<file path="src/rtl/core/tsr_pkg.sv">
// Shared types for the triangle span rasterizer: controller states and the
// command and status bundles between controller and datapath.
// No dependencies.
package tsr_pkg;

   localparam int ROW_BITS    = 6;
   localparam int COLOUR_BITS = 8;

   typedef enum logic [2:0] {
      ST_IDLE,
      ST_CLASSIFY,
      ST_DIV_START,
      ST_DIV,
      ST_SETUP_TOP,
      ST_SETUP_BOT,
      ST_EMIT,
      ST_ADV
   } ctrl_state_type;

   typedef struct packed {
      logic load;
      logic div_start;
      logic div_step;
      logic setup_top;
      logic setup_bot;
      logic adv_start;
      logic adv_step;
      logic emit;
   } cmd_type;

   typedef struct packed {
      logic flat_top;
      logic flat_bot;
      logic div_busy;
      logic adv_busy;
      logic out_free;
      logic at_end;
      logic span_last;
   } sts_type;

endpackage

</file>
<file path="src/rtl/core/triangle_span_rasterizer.sv">
// Top level of the triangle span rasterizer: stream ports, field packing,
// controller and datapath. Depends on tsr_pkg, tsr_ctrl, tsr_datapath.
//
// Usage: one request on req_* carries a triangle (three vertices and a
// colour). The block answers with one response per covered row on rsp_*,
// from the lowest y to the highest, tlast set on the final span.
// req_tready is high only while no triangle is in work; a new request may be
// taken while the final span still waits in the output register.
// A flat-top or flat-bottom triangle goes from classification straight to
// half setup and its first span; any other triangle first runs the
// split-point divider, one quotient bit per cycle over COORD_BITS+9 bits.
// Between spans both edges advance in parallel; a shallow edge steps x
// until its error turns non-negative, and the slower edge sets the pace.
// When the receiver stalls, the controller holds before loading the next
// span; nothing is dropped. Reset clears the controller, the divider
// counter, the edge busy flags, the span counter and the output valid.
module triangle_span_rasterizer #(
   parameter int FRAME_ROWS = 64,
   parameter int COORD_BITS = 8
) (
   input  logic clock,
   input  logic reset,
   input  logic req_tvalid,
   output logic req_tready,
   // a_x, a_y, b_x, b_y, c_x, c_y, fill_colour, zero pad
   input  logic [((3*COORD_BITS+26+7)/8)*8-1:0] req_tdata,
   output logic rsp_tvalid,
   input  logic rsp_tready,
   // span_row, span_x_left, span_x_right, span_colour, zero pad
   output logic [((2*COORD_BITS+14+7)/8)*8-1:0] rsp_tdata,
   output logic rsp_tlast
);
   import tsr_pkg::*;

   localparam int CB   = COORD_BITS;
   localparam int RB   = ROW_BITS;
   localparam int OW   = 2*CB + RB + COLOUR_BITS;
   localparam int OUTW = ((2*COORD_BITS+14+7)/8)*8;

   cmd_type cmd;
   sts_type sts;

   logic [RB-1:0]          out_row;
   logic [CB-1:0]          out_xl, out_xr;
   logic [COLOUR_BITS-1:0] out_colour;

   tsr_ctrl u_ctrl (
      .clock      (clock),
      .reset      (reset),
      .req_tvalid (req_tvalid),
      .req_tready (req_tready),
      .sts        (sts),
      .cmd        (cmd)
   );

   tsr_datapath #(
      .FRAME_ROWS (FRAME_ROWS),
      .COORD_BITS (COORD_BITS)
   ) u_datapath (
      .clock      (clock),
      .reset      (reset),
      .cmd        (cmd),
      .sts        (sts),
      .in_ax      (req_tdata[CB-1:0]),
      .in_ay      (req_tdata[CB+RB-1:CB]),
      .in_bx      (req_tdata[2*CB+RB-1:CB+RB]),
      .in_by      (req_tdata[2*CB+2*RB-1:2*CB+RB]),
      .in_cx      (req_tdata[3*CB+2*RB-1:2*CB+2*RB]),
      .in_cy      (req_tdata[3*CB+3*RB-1:3*CB+2*RB]),
      .in_colour  (req_tdata[3*CB+3*RB+COLOUR_BITS-1:3*CB+3*RB]),
      .out_ready  (rsp_tready),
      .out_valid  (rsp_tvalid),
      .out_row    (out_row),
      .out_xl     (out_xl),
      .out_xr     (out_xr),
      .out_colour (out_colour),
      .out_last   (rsp_tlast)
   );

   assign rsp_tdata = {{(OUTW-OW){1'b0}}, out_colour, out_xr, out_xl, out_row};

   // a span is only loaded into a free output register
   a_emit_free: assert property (@(posedge clock) disable iff (reset)
      cmd.emit |-> sts.out_free)
      else $error("span loaded over a pending response");

   // one triangle in work at a time
   a_busy_after_accept: assert property (@(posedge clock) disable iff (reset)
      (req_tvalid && req_tready) |=> !req_tready)
      else $error("request taken while a triangle is in work");

   // the final span of a triangle frees the request side
   a_last_frees: assert property (@(posedge clock) disable iff (reset)
      $rose(rsp_tvalid && rsp_tlast) |-> req_tready)
      else $error("final span shown while controller still busy");

endmodule

</file>
<file path="src/rtl/core/tsr_ctrl.sv">
// Sequencer for the span rasterizer: classify, split-point division, half
// setup, edge advance and span emission. Depends on tsr_pkg.
module tsr_ctrl (
   input  logic             clock,
   input  logic             reset,
   input  logic             req_tvalid,
   output logic             req_tready,
   input  tsr_pkg::sts_type sts,
   output tsr_pkg::cmd_type cmd
);
   import tsr_pkg::*;

   ctrl_state_type state_ff, state_in;

   always_ff @(posedge clock) begin
      if (reset) begin
         state_ff <= ST_IDLE;
      end else begin
         state_ff <= state_in;
      end
   end

   always_comb begin
      state_in   = state_ff;
      cmd        = '0;
      req_tready = 1'b0;
      unique case (state_ff)
         ST_IDLE: begin
            req_tready = 1'b1;
            if (req_tvalid) begin
               cmd.load = 1'b1;
               state_in = ST_CLASSIFY;
            end
         end
         ST_CLASSIFY: begin
            priority if (sts.flat_top) begin
               state_in = ST_SETUP_TOP;
            end else if (sts.flat_bot) begin
               state_in = ST_SETUP_BOT;
            end else begin
               state_in = ST_DIV_START;
            end
         end
         ST_DIV_START: begin
            cmd.div_start = 1'b1;
            state_in      = ST_DIV;
         end
         ST_DIV: begin
            if (sts.div_busy) begin
               cmd.div_step = 1'b1;
            end else begin
               state_in = ST_SETUP_TOP;
            end
         end
         ST_SETUP_TOP: begin
            cmd.setup_top = 1'b1;
            state_in      = ST_EMIT;
         end
         ST_SETUP_BOT: begin
            cmd.setup_bot = 1'b1;
            state_in      = ST_EMIT;
         end
         ST_EMIT: begin
            if (sts.out_free) begin
               cmd.emit = 1'b1;
               priority if (sts.span_last) begin
                  state_in = ST_IDLE;
               end else if (sts.at_end) begin
                  // end of the lower half of a split triangle
                  state_in = ST_SETUP_BOT;
               end else begin
                  cmd.adv_start = 1'b1;
                  state_in      = ST_ADV;
               end
            end
         end
         ST_ADV: begin
            if (sts.adv_busy) begin
               cmd.adv_step = 1'b1;
            end else begin
               state_in = ST_EMIT;
            end
         end
         default: begin
            state_in = ST_IDLE;
         end
      endcase
   end

endmodule

</file>
<file path="src/rtl/core/tsr_datapath.sv">
// Datapath of the span rasterizer: vertex sort, split-point divider, two
// Bresenham edge trackers, row counters and the output register.
// Depends on tsr_pkg.
module tsr_datapath #(
   parameter int FRAME_ROWS = 64,
   parameter int COORD_BITS = 8
) (
   input  logic                              clock,
   input  logic                              reset,
   input  tsr_pkg::cmd_type                  cmd,
   output tsr_pkg::sts_type                  sts,
   input  logic [COORD_BITS-1:0]             in_ax,
   input  logic [tsr_pkg::ROW_BITS-1:0]      in_ay,
   input  logic [COORD_BITS-1:0]             in_bx,
   input  logic [tsr_pkg::ROW_BITS-1:0]      in_by,
   input  logic [COORD_BITS-1:0]             in_cx,
   input  logic [tsr_pkg::ROW_BITS-1:0]      in_cy,
   input  logic [tsr_pkg::COLOUR_BITS-1:0]   in_colour,
   input  logic                              out_ready,
   output logic                              out_valid,
   output logic [tsr_pkg::ROW_BITS-1:0]      out_row,
   output logic [COORD_BITS-1:0]             out_xl,
   output logic [COORD_BITS-1:0]             out_xr,
   output logic [tsr_pkg::COLOUR_BITS-1:0]   out_colour,
   output logic                              out_last
);
   import tsr_pkg::*;

   localparam int CB   = COORD_BITS;
   localparam int EW   = CB + 4;                // edge error width, signed
   localparam int NW   = CB + ROW_BITS + 3;     // split numerator width
   localparam int SW   = NW + 1;
   localparam int DCW  = $clog2(NW + 1);
   localparam int CNTW = $clog2(FRAME_ROWS);

   typedef struct packed {
      logic [CB-1:0]        x;
      logic signed [EW-1:0] err;
      logic signed [EW-1:0] plain;
      logic signed [EW-1:0] step;
      logic                 left;
      logic                 steep;
   } edge_type;

   function automatic edge_type setup_edge(input logic [CB-1:0] sx,
                                           input logic [ROW_BITS-1:0] sy,
                                           input logic [CB-1:0] ex,
                                           input logic [ROW_BITS-1:0] ey);
      edge_type             r;
      logic signed [EW-1:0] dxs, dys, adx;
      dxs     = $signed({{(EW-CB){1'b0}}, ex}) - $signed({{(EW-CB){1'b0}}, sx});
      dys     = $signed({{(EW-ROW_BITS){1'b0}}, ey})
              - $signed({{(EW-ROW_BITS){1'b0}}, sy});
      r.left  = !(dxs > 0);
      adx     = r.left ? -dxs : dxs;
      r.steep = !(adx > dys);
      if (!r.steep) begin
         r.plain = dys + dys;
         r.step  = r.plain - adx - adx;
         r.err   = r.plain - adx;
      end else begin
         r.plain = adx + adx;
         r.step  = r.plain - dys - dys;
         r.err   = r.plain - dys;
      end
      r.x = sx;
      return r;
   endfunction

   function automatic logic [CB-1:0] move_x(input logic [CB-1:0] x, input logic left);
      return left ? x - 1'b1 : x + 1'b1;
   endfunction

   // sorted vertices: index 0 highest y, 2 lowest y
   logic [CB-1:0]       vx_ff [3];
   logic [ROW_BITS-1:0] vy_ff [3];
   logic [CB-1:0]       vx_in [3];
   logic [ROW_BITS-1:0] vy_in [3];
   logic [COLOUR_BITS-1:0] colour_ff;

   edge_type            edge_ff [2];
   logic [1:0]          busy_ff;
   logic [ROW_BITS-1:0] row_now_ff, row_end_ff;
   logic                final_ff;
   logic [CNTW-1:0]     cnt_ff;

   logic [NW-1:0]       dvd_ff;
   logic [ROW_BITS:0]   rem_ff;
   logic [ROW_BITS:0]   dsr_ff;
   logic [DCW-1:0]      dcnt_ff;

   logic                out_valid_ff, out_last_ff;
   logic [ROW_BITS-1:0] out_row_ff;
   logic [CB-1:0]       out_xl_ff, out_xr_ff;
   logic [COLOUR_BITS-1:0] out_colour_ff;

   logic                general;
   logic [CB-1:0]       q_x;

   // three compare-and-swap stages on the incoming vertices
   always_comb begin
      logic [CB-1:0]       tx;
      logic [ROW_BITS-1:0] ty;
      tx = '0;
      ty = '0;
      vx_in[0] = in_ax; vy_in[0] = in_ay;
      vx_in[1] = in_bx; vy_in[1] = in_by;
      vx_in[2] = in_cx; vy_in[2] = in_cy;
      if (vy_in[0] < vy_in[2]) begin
         tx = vx_in[0]; ty = vy_in[0];
         vx_in[0] = vx_in[2]; vy_in[0] = vy_in[2];
         vx_in[2] = tx; vy_in[2] = ty;
      end
      if (vy_in[0] < vy_in[1]) begin
         tx = vx_in[0]; ty = vy_in[0];
         vx_in[0] = vx_in[1]; vy_in[0] = vy_in[1];
         vx_in[1] = tx; vy_in[1] = ty;
      end
      if (vy_in[1] < vy_in[2]) begin
         tx = vx_in[1]; ty = vy_in[1];
         vx_in[1] = vx_in[2]; vy_in[1] = vy_in[2];
         vx_in[2] = tx; vy_in[2] = ty;
      end
   end

   assign sts.flat_top = (vy_ff[0] == vy_ff[1]);
   assign sts.flat_bot = !sts.flat_top && (vy_ff[1] == vy_ff[2]);
   assign general      = !sts.flat_top && !sts.flat_bot;
   assign q_x          = dvd_ff[CB-1:0];

   // split numerator: 2*x0*m + 2*(x2-x0)*n + m, always non-negative
   logic signed [SW-1:0] x0e, x2e, me, ne, num;
   always_comb begin
      x0e = $signed({{(SW-CB){1'b0}}, vx_ff[0]});
      x2e = $signed({{(SW-CB){1'b0}}, vx_ff[2]});
      me  = $signed({{(SW-ROW_BITS){1'b0}}, vy_ff[0] - vy_ff[2]});
      ne  = $signed({{(SW-ROW_BITS){1'b0}}, vy_ff[0] - vy_ff[1]});
      num = x0e * me * SW'(2) + (x2e - x0e) * ne * SW'(2) + me;
   end

   logic [ROW_BITS+1:0] trial;
   logic                geq;
   assign trial = {rem_ff, dvd_ff[NW-1]};
   assign geq   = trial >= {1'b0, dsr_ff};

   always_ff @(posedge clock) begin
      if (reset) begin
         dcnt_ff <= '0;
      end else if (cmd.div_start) begin
         dcnt_ff <= DCW'(NW);
      end else if (cmd.div_step) begin
         dcnt_ff <= dcnt_ff - 1'b1;
      end
   end

   always_ff @(posedge clock) begin
      if (cmd.div_start) begin
         dvd_ff <= num[NW-1:0];
         rem_ff <= '0;
         dsr_ff <= {vy_ff[0] - vy_ff[2], 1'b0};
      end else if (cmd.div_step) begin
         dvd_ff <= {dvd_ff[NW-2:0], geq};
         rem_ff <= geq ? (ROW_BITS+1)'(trial - {1'b0, dsr_ff}) : trial[ROW_BITS:0];
      end
   end
   assign sts.div_busy = (dcnt_ff != '0);

   // half setup: edge start/end points
   logic [CB-1:0]       t0x, t1x, a_sx, a_ex, b_sx, b_ex;
   logic [ROW_BITS-1:0] s_y, e_y;
   edge_type            a_set, b_set;
   always_comb begin
      if (cmd.setup_bot) begin
         t0x  = vx_ff[1];
         t1x  = general ? q_x : vx_ff[2];
         s_y  = general ? vy_ff[1] + 1'b1 : vy_ff[2];
         e_y  = vy_ff[0];
         a_sx = (t1x < t0x) ? t1x : t0x;
         b_sx = (t1x < t0x) ? t0x : t1x;
         a_ex = vx_ff[0];
         b_ex = vx_ff[0];
      end else begin
         t0x  = general ? q_x : vx_ff[0];
         t1x  = vx_ff[1];
         s_y  = vy_ff[2];
         e_y  = vy_ff[1];
         a_sx = vx_ff[2];
         b_sx = vx_ff[2];
         a_ex = (t0x < t1x) ? t0x : t1x;
         b_ex = (t0x < t1x) ? t1x : t0x;
      end
      a_set = setup_edge(a_sx, s_y, a_ex, e_y);
      b_set = setup_edge(b_sx, s_y, b_ex, e_y);
   end

   always_ff @(posedge clock) begin
      if (cmd.load) begin
         for (int i = 0; i < 3; i++) begin
            vx_ff[i] <= vx_in[i];
            vy_ff[i] <= vy_in[i];
         end
         colour_ff <= in_colour;
      end
      if (cmd.setup_top || cmd.setup_bot) begin
         edge_ff[0] <= a_set;
         edge_ff[1] <= b_set;
         row_now_ff <= s_y;
         row_end_ff <= e_y;
         final_ff   <= cmd.setup_bot || !general;
      end else if (cmd.adv_start) begin
         row_now_ff <= row_now_ff + 1'b1;
      end else if (cmd.adv_step) begin
         for (int k = 0; k < 2; k++) begin
            if (busy_ff[k]) begin
               if (edge_ff[k].steep) begin
                  if (edge_ff[k].err >= 0) begin
                     edge_ff[k].x   <= move_x(edge_ff[k].x, edge_ff[k].left);
                     edge_ff[k].err <= edge_ff[k].err + edge_ff[k].step;
                  end else begin
                     edge_ff[k].err <= edge_ff[k].err + edge_ff[k].plain;
                  end
               end else begin
                  edge_ff[k].x <= move_x(edge_ff[k].x, edge_ff[k].left);
                  if (edge_ff[k].err >= 0) begin
                     edge_ff[k].err <= edge_ff[k].err + edge_ff[k].step;
                  end else begin
                     edge_ff[k].err <= edge_ff[k].err + edge_ff[k].plain;
                  end
               end
            end
         end
      end
   end

   always_ff @(posedge clock) begin
      if (reset) begin
         busy_ff <= '0;
      end else if (cmd.adv_start) begin
         busy_ff <= 2'b11;
      end else if (cmd.adv_step) begin
         for (int k = 0; k < 2; k++) begin
            // a shallow edge stays busy until its error turns non-negative
            if (edge_ff[k].steep || edge_ff[k].err >= 0) begin
               busy_ff[k] <= 1'b0;
            end
         end
      end
   end
   assign sts.adv_busy = |busy_ff;

   always_ff @(posedge clock) begin
      if (reset) begin
         cnt_ff <= '0;
      end else if (cmd.load) begin
         cnt_ff <= '0;
      end else if (cmd.emit) begin
         cnt_ff <= cnt_ff + 1'b1;
      end
   end

   assign sts.at_end    = (row_now_ff == row_end_ff);
   assign sts.span_last = (final_ff && sts.at_end) || (cnt_ff == CNTW'(FRAME_ROWS - 1));
   assign sts.out_free  = !out_valid_ff || out_ready;

   always_ff @(posedge clock) begin
      if (reset) begin
         out_valid_ff <= 1'b0;
      end else if (cmd.emit) begin
         out_valid_ff <= 1'b1;
      end else if (out_ready) begin
         out_valid_ff <= 1'b0;
      end
   end

   always_ff @(posedge clock) begin
      if (cmd.emit) begin
         out_row_ff    <= row_now_ff;
         out_xl_ff     <= edge_ff[0].x;
         out_xr_ff     <= edge_ff[1].x;
         out_colour_ff <= colour_ff;
         out_last_ff   <= sts.span_last;
      end
   end

   assign out_valid  = out_valid_ff;
   assign out_row    = out_row_ff;
   assign out_xl     = out_xl_ff;
   assign out_xr     = out_xr_ff;
   assign out_colour = out_colour_ff;
   assign out_last   = out_last_ff;

endmodule
</file>
<file path="config.mk">
export PLATFORM = sky130hd
export DESIGN_NAME = triangle_span_rasterizer
export DESIGN_NICKNAME = d
export VERILOG_FILES = /design/src/rtl/core/tsr_pkg.sv /design/src/rtl/core/triangle_span_rasterizer.sv /design/src/rtl/core/tsr_ctrl.sv /design/src/rtl/core/tsr_datapath.sv
export SDC_FILE = /design/constraint.sdc
export NUM_CORES = 1
export LEC_CHECK = 0
export BUFFER_PORTS_ARGS = -buffer_cell sky130_fd_sc_hd__buf_2
export CAP_MARGIN = 20
export CORE_ASPECT_RATIO = 0.9
export CORE_MARGIN = 2
export CORE_UTILIZATION = 55
export CTS_CLUSTER_SIZE = 8
export DETAILED_ROUTE_END_ITERATION = 7
export PLACE_DENSITY = 0.77
export SLEW_MARGIN = 20
export SYNTH_ARGS = -nofsm -noshare
export SYNTH_HDL_FRONTEND = slang
export SYNTH_SLANG_ARGS = --single-unit
</file>
<file path="constraint.sdc">
create_clock -name clock -period 13.1 [get_ports clock]
set_input_delay 1.31 -clock clock [delete_from_list [all_inputs] [get_ports clock]]
set_output_delay 1.31 -clock clock [all_outputs]
set_load 0.1 [all_outputs]
</file>
==> flow_metrics.py <==
metrics = {
    "worst_hold_path": {
        "hold_depth": 0,
        "holdCritStartpoint": "u_datapath.colour_ff[6]",
        "min_path_type": "flip-flop to flip-flop",
        "min_to": "u_datapath.out_colour[6]",
    },
    "synthesis": {
        "synth_area_leaders": "edfxtp_1 (26%), ha_1 (16%), fa_1 (6.8%)",
        "synthSimpleGateAreaFrac_pct": 13.3,
        "syn_area_per_cell_um2": 8.92,
        "synthCells": 2667,
        "synth_top_flop_cell": "edfxtp_1",
        "synth_compound_area_share_pct": 17.7,
        "ys_warn_count": 0,
        "synth_top_family_by_area": "adder cells",
        "yosysSeqAreaShare_pct": 27.7,
        "ys_ff_latch": 227,
        "synthArstFlopShare_pct": 0,
        "synth_xor_area_share_pct": 8.70,
        "synthMuxAreaShare_pct": 4.14,
        "synth_edf_count": 203,
        "synth_top_area_share_pct": 25.6,
        "syn_area_um2": 23800,
        "yosys.area_share.adder_pct": 22.8,
        "yosysUniqueCellTypes": 85,
        "synth_top_cell_by_area": "edfxtp_1",
    },
    "finish": {
        "drive_gt1_share_pct": 7.45,
        "layout_commonest_cell": "ha_1",
        "layout.nets": 3172,
        "areaGrowthSynthToFinish_pct": 8.80,
        "layout_common_cells": "ha_1 (298), nor2_1 (260), inv_1 (257)",
        "insertedDiodeCount": 0,
    },
    "drt": {
        "drt-vias-per-instance": 5.87,
        "routedWlPerCell_um": 17.7,
        "drc": 0,
        "ant_nets": 0,
        "wl_um": 58500,
        "vias": 19400,
        "drt_first_pass_iters": 5,
        "drtIter0Drc": 1484,
    },
    "cts": {
        "cts_max_level": 2,
        "clockBufferDepth": 3,
        "clock-sinks": 227,
        "clkTransAtPathRegs_ps": 50,
        "numCtsBuffers": 35,
        "cts.repair.resized": 0,
        "hold_buffers": 0,
        "insertion_delay_ps": 560,
        "cts_tree": "yes",
        "postCtsSetupBuffers": 0,
        "cts_root_buf": "clkbuf_16",
    },
    "sta": {
        "period_needed_ps": 11040,
        "slew_violations": 0,
        "setup_violations": 0,
        "max-slew-margin-rel_pct": 30.3,
        "final.setup.tns_ps": 0,
        "worst_slew_pin_slew_ps": 1040,
        "grt_setup_unrepaired": "no",
        "hold_viol": 0,
        "setup_ws_ps": 2060,
        "fin_crit_sh_pct": 84.2,
        "fmax_ghz": 0.0906,
        "fin_skew_ps": 33.5,
    },
    "grt": {
        "grt_usage_pct": 26.1,
        "grt_pass1_vias": 19200,
        "grt-ovfl-total": 0,
        "antenna_found_initial": 0,
        "grt_max_degree": 52,
        "grt_pass1_wl_um": 95600,
    },
    "floorplanning": {
        "die_h_um": 201,
        "start_util_pct": 55.6,
        "core_um2": 42800,
        "fp-row-count": 72,
        "die_x_um": 223,
        "die_area_um2": 44900,
        "io_pins": 95,
    },
    "setup_path": {
        "worstPathRequired_ps": 13370,
        "slowest_stage": "ha_1",
        "r2r_end": "u_datapath.edge_ff[1][13]",
        "worstReg2RegStart": "u_datapath.vy_ff[0][6]",
        "max_stage_delay_ps": 560,
        "reg2reg_depth": 45,
        "crit_path_max_fanout": 28,
        "crit_top_cell": "a21o_1",
        "r2r_setup_slack_ps": 2060,
        "start_kind": "flip-flop",
        "arrival_ps": 11310,
        "critPathKind": "flip-flop to flip-flop",
        "crit_path_end_kind": "flip-flop",
    },
    "placed_design": {
        "numPortBuffers": 86,
        "place_worst_setup_slack_ps": 2300,
        "gp_congestion": 0.938,
        "dp_hpwl_um": 45600,
    },
    "job": {
        "maxCapViolCount": 0,
    },
    "outcome": {
        "status": "complete, no violations",
    },
}
synth_stat cells (all sizes together), types with 17 or more instances:
cell    instances
a211oi         32
a21o           75
a21oi         224
and2           18
buf            17
clkbuf         71
dfxtp          24
edfxtp        203
fa             81
ha            298
inv           260
mux2i          86
nand2         195
nand2b         33
nand3          34
nor2          262
nor2b          40
nor3           54
o21a           42
o21ai         142
o21bai         28
o22ai          32
xnor2         156
xor2           75
cell type report:
class                           instances  area [um^2]
Inverter                              264          991
Timing Repair Buffer                  111          618
Clock inverter                          3         55.1
Sequential cell                       227         6580
Fill cell                            3616        16900
Clock buffer                           53          985
Multi-Input combinational cell       2094        16000
Tap cell                              555          694
sequential cells by signal, summed over array words and instances (netlist names), 7 cells and up:
signal / count
u_datapath.out_colour: 8
u_datapath.dvd_ff: 17
u_datapath.colour_ff: 8
u_datapath.edge_ff: 86
u_datapath.vy_ff: 18
u_datapath.out_xl: 8
u_datapath.out_xr: 8
u_datapath.vx_ff: 24
u_datapath.rem_ff: 7
critical path, delay by kind of cell (launching register included):
family          cells  cell delay [ps]
compound gates     19             3630
fa+ha+maj           8             2570
simple gates        8             1760
xor+xnor            4             1110
buf+inv             4              710
flops               1              510
mux                 2              450
per-stage QoR:
stage,utilization [%],std cells,hold slack [ps],cell area (um^2)
after global placement,58.0,3251,400,24800
after global routing,60.5,3307,424,25900
after CTS,60.4,3307,418,25900
after floorplan,-,2673,400,23800
after detailed placement,58.0,3251,405,24800
final,60.5,3307,417,25900
how the worst max path moves through the flow:
| stage | from | cells after the start | endpoint |
|---|---|---|---|
| after CTS | u_datapath.vy_ff[0][6] | 45 | u_datapath.edge_ff[1][13] |
| final | u_datapath.vy_ff[0][6] | 45 | u_datapath.edge_ff[1][13] |
| after global placement | u_datapath.vy_ff[0][6] | 44 | u_datapath.edge_ff[1][13] |
| after global routing | u_datapath.vy_ff[0][6] | 45 | u_datapath.edge_ff[1][13] |
| after floorplan | u_datapath.vy_ff[0][6] | 44 | u_datapath.edge_ff[1][13] |
| after detailed placement | u_datapath.vy_ff[0][6] | 45 | u_datapath.edge_ff[1][13] |
logic make-up (layout without fill, tap and decap cells):
| kind of cell | after synthesis | after routing |
|---|---|---|
| simple gates | 696 | 696 |
| compound gates | 675 | 675 |
| fa+ha+maj | 386 | 386 |
| buf+inv | 352 | 431 |
| xor+xnor | 232 | 232 |
| flops | 227 | 227 |
| mux | 97 | 97 |
| other cells | 2 | 8 |
metal layers:
| metal | GRT usage [%] | vias up | wire (um) |
|---|---|---|---|
| li1 | - | 9510 | - |
| met1 | 35.7 | 9231 | 27000 |
| met2 | 41.8 | 583 | 26200 |
| met3 | 5.80 | 86 | 4200 |
| met4 | 6.81 | 0 | 1110 |
| met5 | 0 | - | 0 |
Power is left out: the tool's default activity adds up to more than one toggle a clock period on the data nets, which glitch-free logic cannot reach.
